<file path="src/rtl/ppkd_pkg.sv">
// ----------------------------------------------------------------------------
// Key dongle package
// Types, byte codes, command sets and the fixed password and product tables.
// ----------------------------------------------------------------------------
package ppkd_pkg;

	// Sizes
	localparam int PASSWORD_LEN = 14;
	localparam int PRODUCT_LEN  = 46;
	localparam int CAPTURE_LEN  = 41;
	localparam int POS_W        = 6;
	localparam int ROM_DEPTH    = 64;

	// Product index derivation from the second capture
	localparam int TAP_FIRST    = 2;
	localparam int TAP_STRIDE   = 3;
	localparam int TAP_BIT      = 6;
	localparam int TAP_COUNT    = (CAPTURE_LEN - TAP_FIRST + TAP_STRIDE - 1) / TAP_STRIDE;
	localparam int DIFF_W       = TAP_COUNT + 1;
	localparam int INDEX_SHIFT  = 4;
	localparam int IDX_W        = 17;
	localparam int IDX_MAX      = 65535;
	localparam int INDEX_BASE   = 'hc08;
	localparam int INDEX_LIMIT  = 'h38;
	localparam int PRODUCT_BITS = PRODUCT_LEN * 8;

	// Byte codes
	localparam logic [7:0]  UNLOCK_A      = 8'hc6;
	localparam logic [7:0]  UNLOCK_B      = 8'hc7;
	localparam logic [7:0]  UNLOCK_END    = 8'h80;
	localparam logic [7:0]  CMD_SELECT    = 8'h9d;
	localparam logic [7:0]  HDR_FIRST     = 8'h9c;
	localparam logic [7:0]  HDR_SECOND    = 8'h9e;
	localparam logic [7:0]  STATUS_RESET  = 8'h80;
	localparam logic [7:0]  STATUS_ANSWER = 8'h20;
	localparam logic [15:0] PATTERN_KEY   = 16'h534d;

	// Access kinds
	localparam logic ACCESS_WRITE = 1'b0;
	localparam logic ACCESS_READ  = 1'b1;

	typedef enum logic [1:0] {
		PH_IDLE  = 2'd0,
		PH_PASS  = 2'd1,
		PH_AFTER = 2'd2,
		PH_READ  = 2'd3
	} phase_t;

	typedef enum logic [1:0] {
		KM_NONE = 2'd0,
		KM_PASS = 2'd1,
		KM_CMD  = 2'd2,
		KM_PROD = 2'd3
	} key_mode_t;

	typedef enum logic [1:0] {
		UL_IDLE = 2'd0,
		UL_A    = 2'd1,
		UL_B    = 2'd2,
		UL_C    = 2'd3
	} unlock_t;

	typedef struct packed {
		logic       mode;
		logic [7:0] data_byte;
	} item_t;

	typedef struct packed {
		logic  fire;
		item_t item;
	} step_t;

	localparam logic [7:0] PASSWORD_ROM [ROM_DEPTH] = '{
		8'hc3, 8'hd9, 8'hd3, 8'hfb, 8'h9d, 8'h89, 8'hb9, 8'ha1,
		8'hb3, 8'hc1, 8'hf1, 8'hcd, 8'hdf, 8'h9d, 8'h00, 8'h00,
		8'h00, 8'h00, 8'h00, 8'h00, 8'h00, 8'h00, 8'h00, 8'h00,
		8'h00, 8'h00, 8'h00, 8'h00, 8'h00, 8'h00, 8'h00, 8'h00,
		8'h00, 8'h00, 8'h00, 8'h00, 8'h00, 8'h00, 8'h00, 8'h00,
		8'h00, 8'h00, 8'h00, 8'h00, 8'h00, 8'h00, 8'h00, 8'h00,
		8'h00, 8'h00, 8'h00, 8'h00, 8'h00, 8'h00, 8'h00, 8'h00,
		8'h00, 8'h00, 8'h00, 8'h00, 8'h00, 8'h00, 8'h00, 8'h00
	};

	localparam logic [7:0] PRODUCT_ROM [ROM_DEPTH] = '{
		8'h51, 8'h4c, 8'h52, 8'h4d, 8'h53, 8'h4e, 8'h53, 8'h4e,
		8'h53, 8'h49, 8'h53, 8'h48, 8'h53, 8'h4b, 8'h53, 8'h4a,
		8'h53, 8'h43, 8'h53, 8'h45, 8'h52, 8'h46, 8'h53, 8'h43,
		8'h53, 8'h41, 8'hac, 8'h40, 8'h53, 8'hbc, 8'h53, 8'h42,
		8'h53, 8'h57, 8'h53, 8'h5d, 8'h52, 8'h5e, 8'h53, 8'h5b,
		8'h53, 8'h59, 8'hac, 8'h58, 8'h53, 8'ha4, 8'h00, 8'h00,
		8'h00, 8'h00, 8'h00, 8'h00, 8'h00, 8'h00, 8'h00, 8'h00,
		8'h00, 8'h00, 8'h00, 8'h00, 8'h00, 8'h00, 8'h00, 8'h00
	};

	// Commands swallowed without an answer in command mode
	function automatic logic mode2_silent(logic [7:0] v);
		logic hit;
		unique case (v)
			8'h94, 8'h9e, 8'ha4, 8'hb2, 8'hbe, 8'hd0: hit = 1'b1;
			default: hit = 1'b0;
		endcase
		return hit;
	endfunction

	// Commands answered in command mode only
	function automatic logic mode2_answer(logic [7:0] v);
		logic hit;
		unique case (v)
			8'h8a, 8'h8e, 8'hca, 8'hd2, 8'he2, 8'hf0, 8'hfc: hit = 1'b1;
			default: hit = 1'b0;
		endcase
		return hit;
	endfunction

	// Commands answered in every read mode, but for those swallowed in command mode
	function automatic logic general_answer(logic [7:0] v);
		logic hit;
		unique case (v)
			8'h88,
			8'h94, 8'h98, 8'h9c, 8'h9e,
			8'ha0, 8'ha4, 8'haa, 8'hae,
			8'hb0, 8'hb2, 8'hbc, 8'hbe,
			8'hc2, 8'hc6, 8'hc8, 8'hce,
			8'hd0, 8'hd6, 8'hd8, 8'hdc,
			8'he0, 8'he6, 8'hea, 8'hee,
			8'hf2, 8'hf6: hit = 1'b1;
			default: hit = 1'b0;
		endcase
		return hit;
	endfunction

	// Capture positions whose bit feeds the product index
	function automatic logic is_tap(logic [POS_W-1:0] pos);
		logic hit;
		hit = 1'b0;
		for (int k = 0; k < TAP_COUNT; k++) begin
			if (pos == POS_W'(TAP_FIRST + k * TAP_STRIDE))
				hit = 1'b1;
		end
		return hit;
	endfunction

endpackage

</file>
<file path="src/rtl/ppkd_ifs.sv">
// ----------------------------------------------------------------------------
// Key dongle channels
// Valid/ready channels for access items and status results.
// ----------------------------------------------------------------------------
interface ppkd_req_if;
	logic       valid;
	logic       ready;
	logic       mode;
	logic [7:0] data_byte;

	modport source (output valid, output mode, output data_byte, input ready);
	modport sink (input valid, input mode, input data_byte, output ready);
endinterface

interface ppkd_rsp_if;
	logic       valid;
	logic       ready;
	logic [7:0] status;

	modport source (output valid, output status, input ready);
	modport sink (input valid, input status, output ready);
endinterface

</file>
<file path="src/rtl/ppkd_core.sv">
// ----------------------------------------------------------------------------
// Key dongle core
// Unlock detector, password check, index capture and answer logic; all
// state moves by one access per cycle, and only when an access fires.
// ----------------------------------------------------------------------------
module ppkd_core (
	input  logic            clk,
	input  logic            arst_n,
	input  ppkd_pkg::step_t step,
	output logic [7:0]      status
);
	import ppkd_pkg::*;

	unlock_t                 unlock_q, unlock_d;
	phase_t                  phase_q, phase_d;
	phase_t                  ph;
	key_mode_t               km_q, km_d;
	logic [POS_W-1:0]        pos_q, pos_d, pos_inc;
	logic signed [IDX_W-1:0] idx_q, idx_d, idx_sat;
	logic [7:0]              status_q, status_d;
	logic                    match_q, match_d, match_next;
	logic                    hdr_q, hdr_d, hdr_next;
	logic [TAP_COUNT-1:0]    acc_q, acc_d, acc_next;
	logic [7:0]              v;
	logic                    reopen;
	logic signed [DIFF_W-1:0] diff;
	logic signed [DIFF_W+INDEX_SHIFT-1:0] idx_wide;
	logic                    key_sel;
	logic [15:0]             up, upm1, word;
	logic [7:0]              rom_byte;
	logic [2:0]              rsh;
	logic [3:0]              psh;
	logic                    read_bit;

	assign v = step.item.data_byte;

	// Advance the capture position, holding at the top
	assign pos_inc = (pos_q == '1) ? pos_q : pos_q + POS_W'(1);

	// Running password compare
	always_comb begin
		if (pos_q == '0)
			match_next = (v == PASSWORD_ROM[pos_q]);
		else
			match_next = match_q & (v == PASSWORD_ROM[pos_q]);
	end

	// Header check and index bit collection for the second capture
	always_comb begin
		if (pos_q == '0)
			hdr_next = (v == HDR_FIRST);
		else if (pos_q == POS_W'(1))
			hdr_next = hdr_q & (v == HDR_SECOND);
		else
			hdr_next = hdr_q;

		if (pos_q == '0)
			acc_next = '0;
		else if (is_tap(pos_q))
			acc_next = {acc_q[TAP_COUNT-2:0], v[TAP_BIT]};
		else
			acc_next = acc_q;
	end

	// Derive the product bit index, saturated
	always_comb begin
		diff     = $signed({1'b0, acc_next}) - $signed(DIFF_W'(INDEX_BASE));
		idx_wide = {diff, {INDEX_SHIFT{1'b0}}};
		key_sel  = diff < $signed(DIFF_W'(INDEX_LIMIT));
		if (idx_wide > $signed((DIFF_W+INDEX_SHIFT)'(IDX_MAX)))
			idx_sat = IDX_W'(IDX_MAX);
		else
			idx_sat = idx_wide[IDX_W-1:0];
	end

	// Pick the answer bit for a status read
	always_comb begin
		up       = idx_q[15:0];
		upm1     = up - 16'd1;
		rom_byte = PRODUCT_ROM[upm1[8:3]];
		rsh      = 3'd0 - up[2:0];
		psh      = 4'd0 - up[3:0];
		word     = PATTERN_KEY ^ (upm1 >> 4);
		if (idx_q[IDX_W-1] || idx_q == '0)
			read_bit = 1'b0;
		else if (idx_q <= $signed(IDX_W'(PRODUCT_BITS)))
			read_bit = rom_byte[rsh];
		else
			read_bit = word[psh];
	end

	// Next state for one access
	always_comb begin
		unlock_d = unlock_q;
		phase_d  = phase_q;
		km_d     = km_q;
		pos_d    = pos_q;
		idx_d    = idx_q;
		status_d = status_q;
		match_d  = match_q;
		hdr_d    = hdr_q;
		acc_d    = acc_q;
		ph       = phase_q;
		reopen   = 1'b0;

		if (step.fire) begin
			if (step.item.mode == ACCESS_WRITE) begin
				unique case (unlock_q)
					UL_IDLE: unlock_d = (v == UNLOCK_A) ? UL_A : UL_IDLE;
					UL_A:    unlock_d = (v == UNLOCK_B) ? UL_B : UL_IDLE;
					UL_B: begin
						if (v == UNLOCK_A) begin
							unlock_d = UL_C;
						end else begin
							unlock_d = UL_IDLE;
							ph       = PH_IDLE;
						end
					end
					UL_C: begin
						unlock_d = UL_IDLE;
						reopen   = (v == UNLOCK_END);
					end
				endcase
				phase_d = ph;

				if (reopen) begin
					// Unlock complete: open the password capture, status stays
					phase_d = PH_PASS;
					pos_d   = '0;
				end else begin
					status_d = '0;
					unique case (ph)
						PH_READ: begin
							priority if (km_q == KM_CMD && mode2_silent(v))
								status_d = '0;
							else if (km_q == KM_CMD && mode2_answer(v))
								status_d = STATUS_ANSWER;
							else if (general_answer(v))
								status_d = STATUS_ANSWER;
							else
								status_d = '0;
						end
						PH_AFTER: begin
							if (v[0]) begin
								if (km_q == KM_PASS && v == CMD_SELECT)
									km_d = KM_CMD;
								phase_d = PH_READ;
							end else if (km_q == KM_PASS) begin
								pos_d = pos_inc;
								hdr_d = hdr_next;
								acc_d = acc_next;
								if (pos_inc == POS_W'(CAPTURE_LEN)) begin
									phase_d = PH_READ;
									if (hdr_next) begin
										idx_d = idx_sat;
										if (key_sel)
											km_d = KM_PROD;
									end
								end
							end
						end
						PH_PASS: begin
							if (v[0]) begin
								pos_d   = pos_inc;
								match_d = match_next;
								if (pos_inc == POS_W'(PASSWORD_LEN)) begin
									phase_d = PH_AFTER;
									pos_d   = '0;
									km_d    = match_next ? KM_PASS : KM_NONE;
								end
							end
						end
						PH_IDLE: begin
						end
					endcase
				end
			end else begin
				// Status read: product bits in the product mode only
				if (phase_q == PH_READ && km_q == KM_PROD) begin
					status_d = {2'b00, read_bit, 5'b00000};
					if (idx_q != IDX_W'(IDX_MAX))
						idx_d = idx_q + IDX_W'(1);
				end
			end
		end
	end

	// State registers
	always_ff @(posedge clk or negedge arst_n) begin
		if (!arst_n) begin
			unlock_q <= UL_IDLE;
			phase_q  <= PH_IDLE;
			km_q     <= KM_NONE;
			pos_q    <= '0;
			idx_q    <= '0;
			status_q <= STATUS_RESET;
			match_q  <= 1'b0;
			hdr_q    <= 1'b0;
			acc_q    <= '0;
		end else begin
			unlock_q <= unlock_d;
			phase_q  <= phase_d;
			km_q     <= km_d;
			pos_q    <= pos_d;
			idx_q    <= idx_d;
			status_q <= status_d;
			match_q  <= match_d;
			hdr_q    <= hdr_d;
			acc_q    <= acc_d;
		end
	end

	assign status = status_d;

endmodule

</file>
<file path="src/rtl/parallel_port_key_dongle.sv">
// ----------------------------------------------------------------------------
// Parallel port key dongle
// Access items in, one status result out per item.
// ----------------------------------------------------------------------------
// Each accepted item is one port access: a data write or a status read. It is
// held in an input register and decided by the core when the result register
// is free; its status byte then lands in the result register, which offers it.
// A new item can be taken every cycle while results are taken as offered; the
// limit is the state update in the core, which every access reads and writes.
// While a result waits to be taken, one more item is still accepted into the
// input register. No memory is used: the capture is reduced to a running
// compare, so there is no clearing pass.
module parallel_port_key_dongle (
	input logic        clk,
	input logic        arst_n,
	ppkd_req_if.sink   req,
	ppkd_rsp_if.source rsp
);
	import ppkd_pkg::*;

	logic       valid_s1;
	item_t      item_s1;
	logic       advance;
	step_t      step;
	logic [7:0] status_d;
	logic       valid_s2;
	logic [7:0] status_s2;

	// Move the held item on when the result register is free
	assign advance   = valid_s1 && (!valid_s2 || rsp.ready);
	assign req.ready = !valid_s1 || advance;

	// Input register
	always_ff @(posedge clk or negedge arst_n) begin
		if (!arst_n) begin
			valid_s1 <= 1'b0;
		end else if (req.ready) begin
			valid_s1 <= req.valid;
		end
	end

	always_ff @(posedge clk) begin
		if (req.valid && req.ready) begin
			item_s1.mode      <= req.mode;
			item_s1.data_byte <= req.data_byte;
		end
	end

	assign step.fire = advance;
	assign step.item = item_s1;

	ppkd_core u_core (
		.clk    (clk),
		.arst_n (arst_n),
		.step   (step),
		.status (status_d)
	);

	// Result register
	always_ff @(posedge clk or negedge arst_n) begin
		if (!arst_n) begin
			valid_s2 <= 1'b0;
		end else if (advance) begin
			valid_s2 <= 1'b1;
		end else if (rsp.ready) begin
			valid_s2 <= 1'b0;
		end
	end

	always_ff @(posedge clk) begin
		if (advance)
			status_s2 <= status_d;
	end

	assign rsp.valid  = valid_s2;
	assign rsp.status = status_s2;

endmodule

</file>
<file path="src/flat_wrapper.sv">
// flat-port wrapper written by rule: the top's interface ports become plain ports
module parallel_port_key_dongle_flat import ppkd_pkg::*;
  (clk, arst_n, req_valid, req_mode, req_data_byte, req_ready, rsp_valid, rsp_status, rsp_ready);
  ppkd_req_if req_i ();
  ppkd_rsp_if rsp_i ();
  input logic clk;
  input logic arst_n;
  input wire logic [$bits(req_i.valid)-1:0] req_valid;
  input wire logic [$bits(req_i.mode)-1:0] req_mode;
  input wire logic [$bits(req_i.data_byte)-1:0] req_data_byte;
  output wire logic [$bits(req_i.ready)-1:0] req_ready;
  output wire logic [$bits(rsp_i.valid)-1:0] rsp_valid;
  output wire logic [$bits(rsp_i.status)-1:0] rsp_status;
  input wire logic [$bits(rsp_i.ready)-1:0] rsp_ready;
  assign req_i.valid = req_valid;
  assign req_i.mode = req_mode;
  assign req_i.data_byte = req_data_byte;
  assign req_ready = req_i.ready;
  assign rsp_valid = rsp_i.valid;
  assign rsp_status = rsp_i.status;
  assign rsp_i.ready = rsp_ready;
  parallel_port_key_dongle u_core (.clk(clk), .arst_n(arst_n), .req(req_i), .rsp(rsp_i));
endmodule
</file>
<file path="config.mk">
export PLATFORM = sky130hd
export DESIGN_NAME = parallel_port_key_dongle_flat
export DESIGN_NICKNAME = d
export VERILOG_FILES = /design/src/rtl/ppkd_pkg.sv /design/src/rtl/ppkd_ifs.sv /design/src/rtl/ppkd_core.sv /design/src/rtl/parallel_port_key_dongle.sv /design/src/flat_wrapper.sv
export SDC_FILE = /design/constraint.sdc
export NUM_CORES = 1
export LEC_CHECK = 0
export CORE_MARGIN = 2
export CORE_UTILIZATION = 40
export CTS_CLUSTER_DIAMETER = 60
export DETAILED_ROUTE_END_ITERATION = 8
export DONT_BUFFER_PORTS = 1
export GPL_ROUTABILITY_DRIVEN = 0
export PLACE_DENSITY = 0.56
export SLEW_MARGIN = 20
export SYNTH_ARGS = -nofsm -noshare
export SYNTH_HDL_FRONTEND = slang
export SYNTH_HIERARCHICAL = 1
export SYNTH_SLANG_ARGS = --single-unit
</file>
<file path="constraint.sdc">
create_clock -name clk -period 9.5 [get_ports clk]
set_input_delay 0.95 -clock clk [delete_from_list [all_inputs] [get_ports clk]]
set_output_delay 0.95 -clock clk [all_outputs]
set_load 0.05 [all_outputs]
</file>
* Word level (Yosys, flattened, before mapping)
Memory sizes are Yosys's and may differ from the RTL's. Cells that the tools add are included.
Storage, ports and cells: register bits 71, ROM bits 1024, input port bits 13, output and inout port bits 10, logic and storage cells 249, memories kept 2
Operators by class: add/subtract/negate cells 6, magnitude comparators 7, equal/unequal tests 80, mux-type cells 102, bitwise operators 8, reductions and logical operators 30
Memories:
- (no name shown) | words 64, width 8, read ports 1, clocked after Yosys merged registers in 0, write ports 0, RTL line ppkd_core.sv:80 | rom_byte = PRODUCT_ROM[upm1[8:3]];
- (no name shown) | words 64, width 8, read ports 1, clocked after Yosys merged registers in 0, write ports 0, RTL line ppkd_core.sv:45 | match_next = match_q & (v == PASSWORD_ROM[pos_q]);
Operator list (count):
- == test 8 bit, second input constant | 37
- two-way mux 17 bit | 10
- two-way mux 8 bit | 8
- two-way mux 6 bit | 10
- two-way mux 1 bit | 46
- two-way mux 2 bit | 20
- == test 6 x 5 -> 1 bit, second input constant | 5
- == test 6 bit, second input constant | 5
- OR reduction 27 bit | 1
- two-way mux 13 bit | 2
- == test 6 x 4 -> 1 bit, second input constant | 4
- > comparator 18 x 17 -> 1 bit, second input constant | 1
- adder 17 x 2 -> 17 bit, second input constant | 1
- less-or-equal comparator 17 x 10 -> 1 bit, second input constant | 1
- zero test 17 bit | 1
- inequality test 17 bit, second input constant | 1
- subtractor 16 x 1 -> 16 bit, second input constant | 1
- == test 2 bit, second input constant | 7
- greater-or-equal comparator 7 bit, second input constant | 2
- < comparator 14 x 7 -> 1 bit, second input constant | 1
- inverter 6 -> 7 bit | 2
- subtractor 13 x 12 -> 14 bit, second input constant | 1
- inequality test 3 x 2 -> 1 bit, second input constant | 4
- case mux 6 bit (2 select lines) | 1
- other kinds (35) | 61

* Depth between registers and ports, before layout
Gate-level depths: netlist of the first run.
word-level depth 30, depth in mapped cells 19, gate-level depth less buffers 17

* Cells and area by module
Netlist of the first run, hierarchy kept.
By module, submodules not included:
- ppkd_core | instances 1, cells an instance 714, area an instance 5326.4 µm², sequential area each 1302.5 µm²
- parallel_port_key_dongle | instances 1, cells an instance 25, area an instance 614.3 µm², sequential area each 560.5 µm²

* Least setup slack after synthesis of the first run
Ideal clock, no wire load.
path kind flip-flop to flip-flop, start reg u_core.u_core.pos_q[0], end reg u_core.u_core.km_q[1], arrival 3.760 ns, required time 9.364 ns, path slack 5.604 ns, stages on the path, launching flop included 19, path buffers 3, period minus slack after synthesis 3.896 ns, cell sequence dfrtp_1 -> inv_1 -> ha_1 -> clkbuf_1 -> or3_1 -> o2111ai_1 -> o31a_1 -> buf_6 -> buf_2 -> mux2_2 -> nand2_1 -> ha_1 -> nand2b_1 -> or3_1 -> a21oi_1 -> o32ai_1 -> a211oi_1 -> a31oi_2 -> mux2i_1
Between the ends: longest elaborated chain between the ends 21, elaborated cells on any way between the ends 45, those cells by class add/sub: 2; order compare: 1; eq/ne: 21; mux: 19; reduce/logical: 2
RTL lines:
- start: declaration | RTL line ppkd_core.sv:18 | logic [POS_W-1:0] pos_q, pos_d, pos_inc;
- start signal: assignment | RTL line ppkd_core.sv:204 | pos_q <= pos_d;
- == test 6 x 2 -> 1 bit | RTL line ppkd_pkg.sv:137 | if (pos == POS_W'(TAP_FIRST + k * TAP_STRIDE))
- two-way mux 1 bit (13 in a row) | RTL line ppkd_pkg.sv:137
- two-way mux 1 bit | RTL line ppkd_core.sv:57 | if (pos_q == '0)
- two-way mux 13 bit | RTL line ppkd_core.sv:59 | else if (is_tap(pos_q))
- two-way mux 13 bit | RTL line ppkd_core.sv:57
- subtractor 13 x 12 -> 14 bit | RTL line ppkd_core.sv:67 | diff = $signed({1'b0, acc_next}) - $signed(DIFF_W'(INDEX_BASE));
- < comparator 14 x 7 -> 1 bit | RTL line ppkd_core.sv:69 | key_sel = diff < $signed(DIFF_W'(INDEX_LIMIT));
- inequality test 3 x 2 -> 1 bit (no line)
- AND reduction 11 bit (no line) *
- end signal: assignment | RTL line ppkd_core.sv:203 | km_q <= km_d;
- end: declaration | RTL line ppkd_core.sv:17 | key_mode_t km_q, km_d;
Mark *: on every way between the ends. The rest lies on a longest branch, timed or not. The select of a mux whose other input is x is not followed. A chain may end at the register's enable or synchronous reset.

* Worst setup path in the final report of the first run
start reg u_core.u_core.pos_q[4], end reg u_core.u_core.idx_q[5]
Between the ends: longest elaborated chain between the ends 27, elaborated cells on any way between the ends 50, those cells by class add/sub: 2; order compare: 1; eq/ne: 16; mux: 27; reduce/logical: 4
RTL lines:
- == test 6 x 2 -> 1 bit | RTL line ppkd_pkg.sv:137
- two-way mux 1 bit (13 in a row) | RTL line ppkd_pkg.sv:137
- two-way mux 1 bit | RTL line ppkd_core.sv:57
- two-way mux 13 bit | RTL line ppkd_core.sv:59
- two-way mux 13 bit | RTL line ppkd_core.sv:57
- subtractor 13 x 12 -> 14 bit | RTL line ppkd_core.sv:67
- > comparator 18 x 17 -> 1 bit | RTL line ppkd_core.sv:70 | if (idx_wide > $signed((DIFF_W+INDEX_SHIFT)'(IDX_MAX)))
- two-way mux 17 bit | RTL line ppkd_core.sv:70
- two-way mux 17 bit | RTL line ppkd_core.sv:154 | if (hdr_next) begin
- two-way mux 17 bit | RTL line ppkd_core.sv:152 | if (pos_inc == POS_W'(CAPTURE_LEN)) begin
- two-way mux 17 bit | RTL line ppkd_core.sv:148 | end else if (km_q == KM_PASS) begin
- two-way mux 17 bit | RTL line ppkd_core.sv:144 | if (v[0]) begin
- two-way mux 17 bit | RTL line ppkd_core.sv:132 | unique case (ph)
- two-way mux 17 bit | RTL line ppkd_core.sv:126 | if (reopen) begin
- two-way mux 17 bit | RTL line ppkd_core.sv:107 | if (step.item.mode == ACCESS_WRITE) begin
- end signal: assignment | RTL line ppkd_core.sv:205 | idx_q <= idx_d;
- end: declaration | RTL line ppkd_core.sv:19 | logic signed [IDX_W-1:0] idx_q, idx_d, idx_sat;
Parallel ways exist; a longest one is shown, timed or not. The select of a mux whose other input is x is not followed.

==> impl_metrics.yaml, run 1 <==
clocking:
  clkLatencyLatePin_ns: 0.34
  cts_hold_buf: 0
  numCtsBuffers: 9
  clock_sinks: 71
  post_cts_buffers: 0
  root_buffer: "clkbuf_16"
  cts_buffer_depth: 2
  cts_resized: 0
  clk_pin_slew_ns: 0.06
  ctsHtreeMaxLevel: 3
  cts_tree: "built"
cells_and_area:
  drive_above_1_share: 0.0699
  area_growth_pct: 5.29
  final_nets: 731
  antenna_cells: 0
  stdcell_area_sq_mm: 0.00625
sta:
  rsz0062_at_grt: "false"
  worst_pin_slew_ns: 0.797
  clock-skew-final_ns: 0.00964
  finalSetupViolations: 0
  max_slew_margin: 0.463
  final_max_slew_viol_count: 0
  hold_violations: 0
  fin_crit_sh: 0.466
  layout_setup_ws_ns: 5.07
  tns_ns: 0
  period_minus_slack_ns: 4.43
  clock.fmax_mhz: 226
  whs_ns: 0.302
yosys:
  synth_top_family_by_area: "simple AND/OR/NAND/NOR gates"
  synth_top_area_share: 0.223
  ys.flop_type: "dfrtp_1"
  ys_top_cells_by_area: "dfrtp_1 (22%), edfxtp_1 (8.6%), nand2_1 (5.3%)"
  synth_cell_types: 83
  synth.most_common_cell: "nand2_1"
  synth_commonest_cells: "nand2_1 (84), nor2_1 (68), o21ai_0 (59), dfrtp_1 (53), clkbuf_1 (49)"
  post_synth.cell_area_avg_sq_um: 8.04
  synthAdderAreaFrac: 0.0463
  netlist_area_sq_mm: 0.00594
  async_reset_ff_frac: 0.761
  synth.area.mux_share: 0.0434
  yosysSeqAreaShare: 0.314
  synth-xor-area-share: 0.0206
  netlist_instances: 739
  ys_warn_count: 6
  syn-num-nets: 774
  synth_top_cell_by_area: "dfrtp_1"
  synth_compound_area_frac: 0.260
  synth_seq_cells: 71
  synth_edf_count: 17
  synth-simple-area-share: 0.261
routing:
  drc: 0
  firstDrtPassIters: 5
  wl_mm: 15.1
  antenna_left: 0
  drt-initial-drc-count: 375
  drt-wirelength-per-cell_um: 17.1
  vias: 5500
  viasPerCell: 6.21
die:
  io_pins: 23
  die_h_um: 126
  placementRows: 44
  core_area_sq_mm: 0.0145
  die_area_sq_mm: 0.0158
  fp.dieW_um: 126
  start_util: 0.409
global_routing:
  grt_pass1_wl_mm: 25.1
  grt_overflow_total: 0
  grt_start_max_net_pins: 55
  grt_pass1_vias: 4976
  grt_use_total: 0.190
  antenna_found_initial: 0
placed_design:
  hpwl_mm: 10.7
  placed_area_sq_mm: 0.00596
  dp_slack_ns: 5.11
  io_buffers: 0
worst_setup_path:
  worstPathRequired_ns: 9.67
  startpoint: "u_core/u_core/pos_q[4]$_DFFE_PN0P_"
  crit_fanout: 33
  path_buf_inv: 1
  worstReg2RegStart: "u_core/u_core/pos_q[4]$_DFFE_PN0P_"
  crit_type: "reg -> reg"
  cp.arrival_ns: 4.61
  slowest_delay_ns: 0.70
  cpLargestDelayFamily: "simple AND/OR/NAND/NOR gates"
  cpMaxStageDelayCell: "nand3_1"
  path_cells: "nor2_1 > nand3_1 > mux2_2 > o31ai_1 > nand4_1 > a21oi_2 > buf_4 > nand2_1 > nor2_2 > a221oi_1"
  rrSetupSlack_ns: 5.07
  start_kind: "flip-flop"
  end_kind: "flip-flop"
worst_hold_path:
  hp-class: "in -> async"
outcome:
  status: "complete, no violations"
power_and_ir_drop:
  leakagePower_uw: 0.00240
  vdd_drop_max_mv: 0.113
  power_density_mw_per_mm2: 158
run:
  cap_viol_max_count: 0
final timing paths:
| path | endpoint | cells after the start |
|---|---|---|
| setup / recovery | u_core/u_core/idx_q[5]$_DFFE_PN0P_ | 10 |
| hold / removal | u_core/u_core/pos_q[3]$_DFFE_PN0P_ | 0 |
| setup reg to reg | u_core/u_core/idx_q[5]$_DFFE_PN0P_ | 10 |
| hold reg to reg | u_core/u_core/status_q[3]$_DFF_PN0_ | 1 |
| max in group asynchronous | u_core/u_core/status_q[7]$_DFF_PN1_ | 0 |
| min in group clk | u_core/u_core/status_q[3]$_DFF_PN0_ | 1 |
per-stage QoR:
| step | util | total power [uW] | instances |
|---|---|---|---|
| 6_report | 0.430 | 990 | 885 |
| 5_1_grt | 0.430 | 1040 | 885 |
| 4_1_cts | 0.430 | 991 | 885 |
| 3_5_place_dp | 0.410 | 645 | 869 |
| 3_3_place_gp | 0.410 | 646 | 869 |
| 2_1_floorplan | - | 586 | 739 |
area by class of cell:
| class | count | area, sq um |
|---|---|---|
| inverter | 24 | 90.1 |
| clock inverter | 6 | 68.8 |
| clock buffer | 10 | 229 |
| sequential | 71 | 1860 |
| tap | 184 | 230 |
| fill | 1484 | 8280 |
| timing repair buffer | 2 | 15.0 |
| multi-input combinational | 588 | 3760 |
cell families after synthesis:
group                    Yosys count
buffers and inverters             80
adder cells (fa/ha/maj)           22
AND/OR/NAND/NOR                  303
AO/OA/AOI/OAI                    226
XOR/XNOR                          14
multiplexers                      23
flip-flops                        71
cells in the final DEF (no fill, tap or decap), drive strengths merged, types with 17 or more instances in the layout:
cell    count
nand2      84
nor2       69
o21ai      59
dfrtp      53
a21oi      45
nand3      28
inv        24
ha         22
edfxtp     17
nor3       17
layer usage:
| metal | track usage | wire [um] |
|---|---|---|
| met5 | 0 | 0 |
| met4 | 0.0569 | 295 |
| met2 | 0.297 | 6920 |
| met3 | 0.0382 | 718 |
| met1 | 0.266 | 7170 |
sequential cells by signal (all words and copies together) (netlist names):
register,cells
u_core/u_core/idx_q,17
u_core/rsp.status,8
u_core/u_core/match_q,1
u_core/valid_s1,1
u_core/u_core/phase_q,2
u_core/u_core/hdr_q,1
u_core/rsp.valid,1
u_core/u_core/unlock_q,2
u_core/u_core/pos_q,6
u_core/u_core/status_q,8
u_core/item_s1,9
u_core/u_core/acc_q,13
u_core/u_core/km_q,2
power breakdown:
group          switching [uW]  total, uW  internal (uW)
Clock                     136        341            205
Combinational             167        273            106
Sequential               47.8        375            328
Total                     351        990            639
Note: power is estimated with default switching activity, not from simulation.
==> run 2, diff against run 1 <==
==> constraint.sdc (replaced) <==
create_clock -name clk -period 4.4 [get_ports clk]
set_input_delay 0.44 -clock clk [delete_from_list [all_inputs] [get_ports clk]]
set_output_delay 0.44 -clock clk [all_outputs]
set_load 0.05 [all_outputs]
==> run 2 against run 1 <==
  * Setup slack got worse by 4.6 ns
  * Sequential cell count did not move
  * Sequential share of layout area fell by 0.57 points
  * Critical path depth rose by 6
  * Cell count rose by 1.4%
  * Die area did not move
  * Combinational power rose by 130%
  * First-iteration DRC count rose by 38%
  * Register-to-register slack got worse by 4.6 ns
  * Critical endpoint is now u_core/u_core/km_q[1]$_DFFE_PN0P_
  * Largest cell class unchanged
==> impl_metrics.yaml, run 2 (synthesized netlist as in run 1, its figures left out) <==
routing:
  viasPerCell: 6.06
  vias: 5440
  firstDrtPassIters: 5
  met3_length_um: 570
  wl_mm: 15.3
  drc: 0
  routed.top_layer: "met4"
  wl_met1_mm: 7.20
  drt-wirelength-per-cell_um: 17.0
  drt-initial-drc-count: 517
  wl_met2_mm: 7.27
  antenna_left: 0
cells_and_area:
  drive_above_1_share: 0.0799
  largest_registers: "u_core/u_core/idx_q: 17 flops, u_core/u_core/acc_q: 13 flops, u_core/item_s1: 9 flops"
  layout_commonest_cell: "nand2_1"
  fin_util: 0.439
  largest_register_ffs: 17
  largest-register: "u_core/u_core/idx_q"
  antenna_cells: 0
  final_nets: 743
  seqCellArea_sq_mm: 0.00186
  layout_common_cells: "nand2_1 (84), nor2_1 (68), o21ai_0 (59), dfrtp_1 (53), a21oi_1 (43)"
  multi_input_area_sq_mm: 0.00376
  fill_cells: 1461
  area_growth_pct: 7.35
worst_setup_path:
  worstPathRequired_ns: 4.60
  cpMaxStageDelayCell: "dfrtp_1"
  slowest_delay_ns: 0.53
  start_kind: "flip-flop"
  crit_type: "reg -> reg"
  end_kind: "flip-flop"
  rrSetupSlack_ns: 0.47
  r2r_cells: 16
  crit_fanout: 11
  path_cells: "inv_1 > ha_1 > or3_1 > o2111ai_1 > o31a_1 > mux2_2 > nand2_1 > ha_1 > nand2b_1 > nor3_1 > nor2_1 > a22oi_1 > nand4_1 > nor2_1 > a31oi_2 > mux2i_1"
  cp.arrival_ns: 4.13
power_and_ir_drop:
  power_density_mw_per_mm2: 342
  vdd_drop_max_mv: 0.246
  leakagePower_uw: 0.00247
global_routing:
  grt_pass1_vias: 5075
  antenna_found_initial: 0
  grt_start_max_net_pins: 55
  grt_use_total: 0.195
  grt_overflow_total: 0
  grt_pass1_wl_mm: 25.7
clocking:
  root_buffer: "clkbuf_16"
  post_cts_buffers: 0
  numCtsBuffers: 9
  clock_sinks: 71
  clk_pin_slew_ns: 0.06
  clkLatencyLatePin_ns: 0.33
  cts_hold_buf: 2
  cts_buffer_depth: 2
  ctsHtreeMaxLevel: 3
  cts_tree: "built"
  cts_resized: 0
worst_hold_path:
  hp-class: "in -> reg"
  holdPathStages: 0
die:
  fp.dieW_um: 126
  die_area_sq_mm: 0.0158
  start_util: 0.409
  core_area_sq_mm: 0.0145
  io_pins: 23
  placementRows: 44
  die_h_um: 126
sta:
  hold_violations: 0
  tns_ns: 0
  fin_crit_sh: 0.894
  rsz0062_at_grt: "false"
  max_slew_margin: 0.442
  clock.fmax_mhz: 254
  worst_pin_slew_ns: 0.829
  final_max_slew_viol_count: 0
  clock-skew-final_ns: 0.00603
  finalSetupViolations: 0
  period_minus_slack_ns: 3.93
  layout_setup_ws_ns: 0.466
placed_design:
  hpwl_mm: 11.0
  io_buffers: 0
  dp_slack_ns: 0.506
run:
  cap_viol_max_count: 0
outcome:
  status: "complete, no violations"
-- run 2: area by class of cell --
type,count,share of cell area
Multi-Input combinational cell,588,0.589
Tap cell,184,0.0361
Sequential cell,71,0.292
Clock buffer,12,0.0371
Clock inverter,4,0.0112
Inverter,24,0.0141
Timing Repair Buffer,14,0.0200
-- run 2: metrics by stage --
step	cell area (sq um)	hold slack [ns]	power, uW	std cells
after global placement	6030	0.148	1390	879
after detailed placement	6030	0.149	1400	879
final	6380	0.203	2180	897
after CTS	6380	0.188	2190	897
after global routing	6380	0.182	2310	897
after floorplan	5940	0.144	1270	739
-- run 2: critical path: cells and delay by family (launching register included) --
kind | cells | cell delay (ns)
muxes | 2 | 0.49
adders and majority gates | 2 | 0.55
AOI/OAI and AO/OA | 4 | 0.90
DFF | 1 | 0.53
buffers and inverters | 1 | 0.14
and+or+nand+nor | 7 | 1.19
-- run 2: final timing paths --
check / from / end
max in group asynchronous: arst_n / u_core/u_core/status_q[7]$_DFF_PN1_
min in group asynchronous: arst_n / u_core/u_core/acc_q[1]$_DFFE_PN0P_
setup reg to reg: u_core/u_core/pos_q[0]$_DFFE_PN0P_ / u_core/u_core/km_q[1]$_DFFE_PN0P_
hold / removal: req_data_byte[6] / u_core/item_s1[6]$_DFFE_PP_
hold reg to reg: u_core/u_core/status_q[0]$_DFF_PN0_ / u_core/u_core/status_q[0]$_DFF_PN0_
setup / recovery: u_core/u_core/pos_q[0]$_DFFE_PN0P_ / u_core/u_core/km_q[1]$_DFFE_PN0P_
-- run 2: per-layer routing --
layer | track usage | vias to the layer above
met4 | 0.0530 | 0
met3 | 0.0302 | 20
met2 | 0.320 | 154
met1 | 0.269 | 2604
li1 | - | 2662
met5 | 0 | -
-- run 2: power by group --
group	internal (uW)	total [uW]	switching [uW]	leakage (uW)
registers	708	791	83.0	0.000887
clock network	495	762	267	0.000144
logic	238	627	388	0.00144
total	1440	2180	739	0.00247
==> run 3, diff against run 2 <==
--- a/config.mk
+++ b/config.mk
@@ -11,7 +11,7 @@
 export DETAILED_ROUTE_END_ITERATION = 8
 export DONT_BUFFER_PORTS = 1
 export GPL_ROUTABILITY_DRIVEN = 0
-export PLACE_DENSITY = 0.56
+export MAX_ROUTING_LAYER = met4
 export SLEW_MARGIN = 20
 export SYNTH_ARGS = -nofsm -noshare
 export SYNTH_HDL_FRONTEND = slang
==> run 3 against run 2 <==
  * Critical path depth fell by 4
  * Wire length fell by 0.39%
  * First-iteration DRC count rose by 3.7%
  * Via count rose by 3.2%
  * Register-to-register slack improved by 0.05 ns
  * Global-route usage rose by 0.22 points
  * Maximum frequency rose by 1.4%
  * Sequential power rose by 0.6%
  * Clock power fell by 15%
  * Power fell by 5.0%
  * Utilization fell by 0.34 points
  * Clock skew rose by 0.0052 ns
  * Largest cell class unchanged
  * Largest power group unchanged
==> impl_metrics.yaml, run 3 (synthesized netlist as in run 1, its figures left out) <==
outcome:
  status: "complete, no violations"
routing:
  vias: 5612
  drt-initial-drc-count: 536
  viasPerCell: 6.26
  firstDrtPassIters: 5
  wl_mm: 15.2
  drc: 0
  drt-wirelength-per-cell_um: 16.9
  antenna_left: 0
worst_setup_path:
  crit_type: "reg -> reg"
  path_buf_inv: 2
  cpLargestDelayFamily: "compound AO/OA/AOI/OAI gates"
  cpMaxStageDelayCell: "or3b_2"
  end_kind: "flip-flop"
  cp.arrival_ns: 3.97
  crit_fanout: 10
  slowest_delay_ns: 0.57
  worstPathRequired_ns: 4.49
  path_cells: "inv_1 > ha_1 > or3b_2 > xnor2_1 > inv_1 > ha_1 > o221a_2 > nor3_1 > o311ai_0 > o311ai_0 > nand4_1 > a32o_1"
  start_kind: "flip-flop"
global_routing:
  grt_use_total: 0.197
  grt_start_max_net_pins: 55
  grt_overflow_total: 0
  antenna_found_initial: 0
  grt_pass1_wl_mm: 25.1
  grt_pass1_vias: 5051
sta:
  whs_ns: 0.198
  max_slew_margin: 0.416
  layout_setup_ws_ns: 0.519
  tns_ns: 0
  period_minus_slack_ns: 3.88
  finalSetupViolations: 0
  fin_crit_sh: 0.882
  hold_violations: 0
  rsz0062_at_grt: "false"
  final_max_slew_viol_count: 0
  worst_pin_slew_ns: 0.868
  clock-skew-final_ns: 0.0112
  clock.fmax_mhz: 258
placed_design:
  hpwl_mm: 10.9
  io_buffers: 0
  dp_slack_ns: 0.561
  placed_area_sq_mm: 0.00603
cells_and_area:
  largest_register_ffs: 17
  area_growth_pct: 6.51
  layout_commonest_cell: "nand2_1"
  final_nets: 743
  stdcell_area_sq_mm: 0.00633
  layout_common_cells: "nand2_1 (84), nor2_1 (68), o21ai_0 (59), dfrtp_1 (53), a21oi_1 (43)"
  drive_above_1_share: 0.0799
  fin_util: 0.435
  largest-register: "u_core/u_core/idx_q"
  largest_registers: "u_core/u_core/idx_q: 17 flops, u_core/u_core/acc_q: 13 flops, u_core/item_s1: 9 flops"
  antenna_cells: 0
die:
  fp.dieW_um: 126
  start_util: 0.409
  die_area_sq_mm: 0.0158
  placementRows: 44
  io_pins: 23
  core_area_sq_mm: 0.0145
  die_h_um: 126
power_and_ir_drop:
  leakagePower_uw: 0.00245
  vdd_drop_max_mv: 0.242
  power_density_mw_per_mm2: 327
worst_hold_path:
  hp-class: "in -> reg"
clocking:
  root_buffer: "clkbuf_16"
  cts_buffer_depth: 2
  numCtsBuffers: 9
  clk_pin_slew_ns: 0.05
  clock_sinks: 71
  cts_tree: "built"
  ctsHtreeMaxLevel: 3
  clkLatencyLatePin_ns: 0.34
run:
  cap_viol_max_count: 0
-- run 3: changes by cell type in the layout (fill, tap and decap cells not counted) --
cell | previous run | this run
clkbuf_1 | 3 | 2
bufinv_16 | 2 | 0
clkinv_1 | 2 | 3
clkinv_2 | 0 | 2
-- run 3: path summary, 6_finish.rpt --
check                                                     from                             endpoint  slack [ns]  cells after the start
min in group asynchronous                               arst_n   u_core/u_core/idx_q[5]$_DFFE_PN0P_        0.63                      2
max reg2reg                 u_core/u_core/idx_q[0]$_DFFE_PN0P_       u_core/rsp.status[5]$_DFFE_PP_        0.52                     12
max                         u_core/u_core/idx_q[0]$_DFFE_PN0P_       u_core/rsp.status[5]$_DFFE_PP_        0.52                     12
min reg2reg                u_core/u_core/status_q[2]$_DFF_PN0_  u_core/u_core/status_q[2]$_DFF_PN0_        0.47                      1
max in group asynchronous                               arst_n  u_core/u_core/status_q[7]$_DFF_PN1_        3.47                      2
min                                           req_data_byte[0]          u_core/item_s1[0]$_DFFE_PP_        0.20                      0
-- run 3: area by class of cell --
cell class | instances | area, sq um
Timing Repair Buffer | 14 | 128
Fill cell | 1461 | 8210
Clock buffer | 11 | 233
Clock inverter | 5 | 25.0
Sequential cell | 71 | 1860
Tap cell | 184 | 230
Inverter | 24 | 90.1
Multi-Input combinational cell | 588 | 3760
-- run 3: report_power, final --
| group | switching (uW) | internal [uW] | total [uW] |
|---|---|---|---|
| Sequential | 88.2 | 708 | 796 |
| Combinational | 387 | 241 | 628 |
| Clock | 271 | 375 | 646 |
-- run 3: routing by layer --
metal,share of wire,vias up,global-route usage
met1,0.45,2674,0.255
met4,0.019,0,0.0692
met5,0,-,-
li1,-,2660,-
met2,0.47,249,0.312
met3,0.064,29,0.0361
-- run 3: worst register-to-register path, stage by stage (launching register included) --
cell and delay (ns):
dfrtp_1 0.38, inv_1 0.22, ha_1 0.38, or3b_2 0.57, xnor2_1 0.45, inv_1 0.19
ha_1 0.30, o221a_2 0.30, nor3_1 0.12, o311ai_0 0.16, o311ai_0 0.16, nand4_1 0.15
a32o_1 0.25
-- run 3: what timing repair did --
item	CTS	global route
gates resized for setup	0	0
hold endpoints to repair	54	0
buffers inserted	0	0
hold buffers	2	0
-- run 3: stage by stage --
stage / std cells / total power, uW
6_report: 897 / 2070
5_1_grt: 897 / 2190
3_5_place_dp: 879 / 1400
2_1_floorplan: 739 / 1270
4_1_cts: 897 / 2070
3_3_place_gp: 879 / 1400
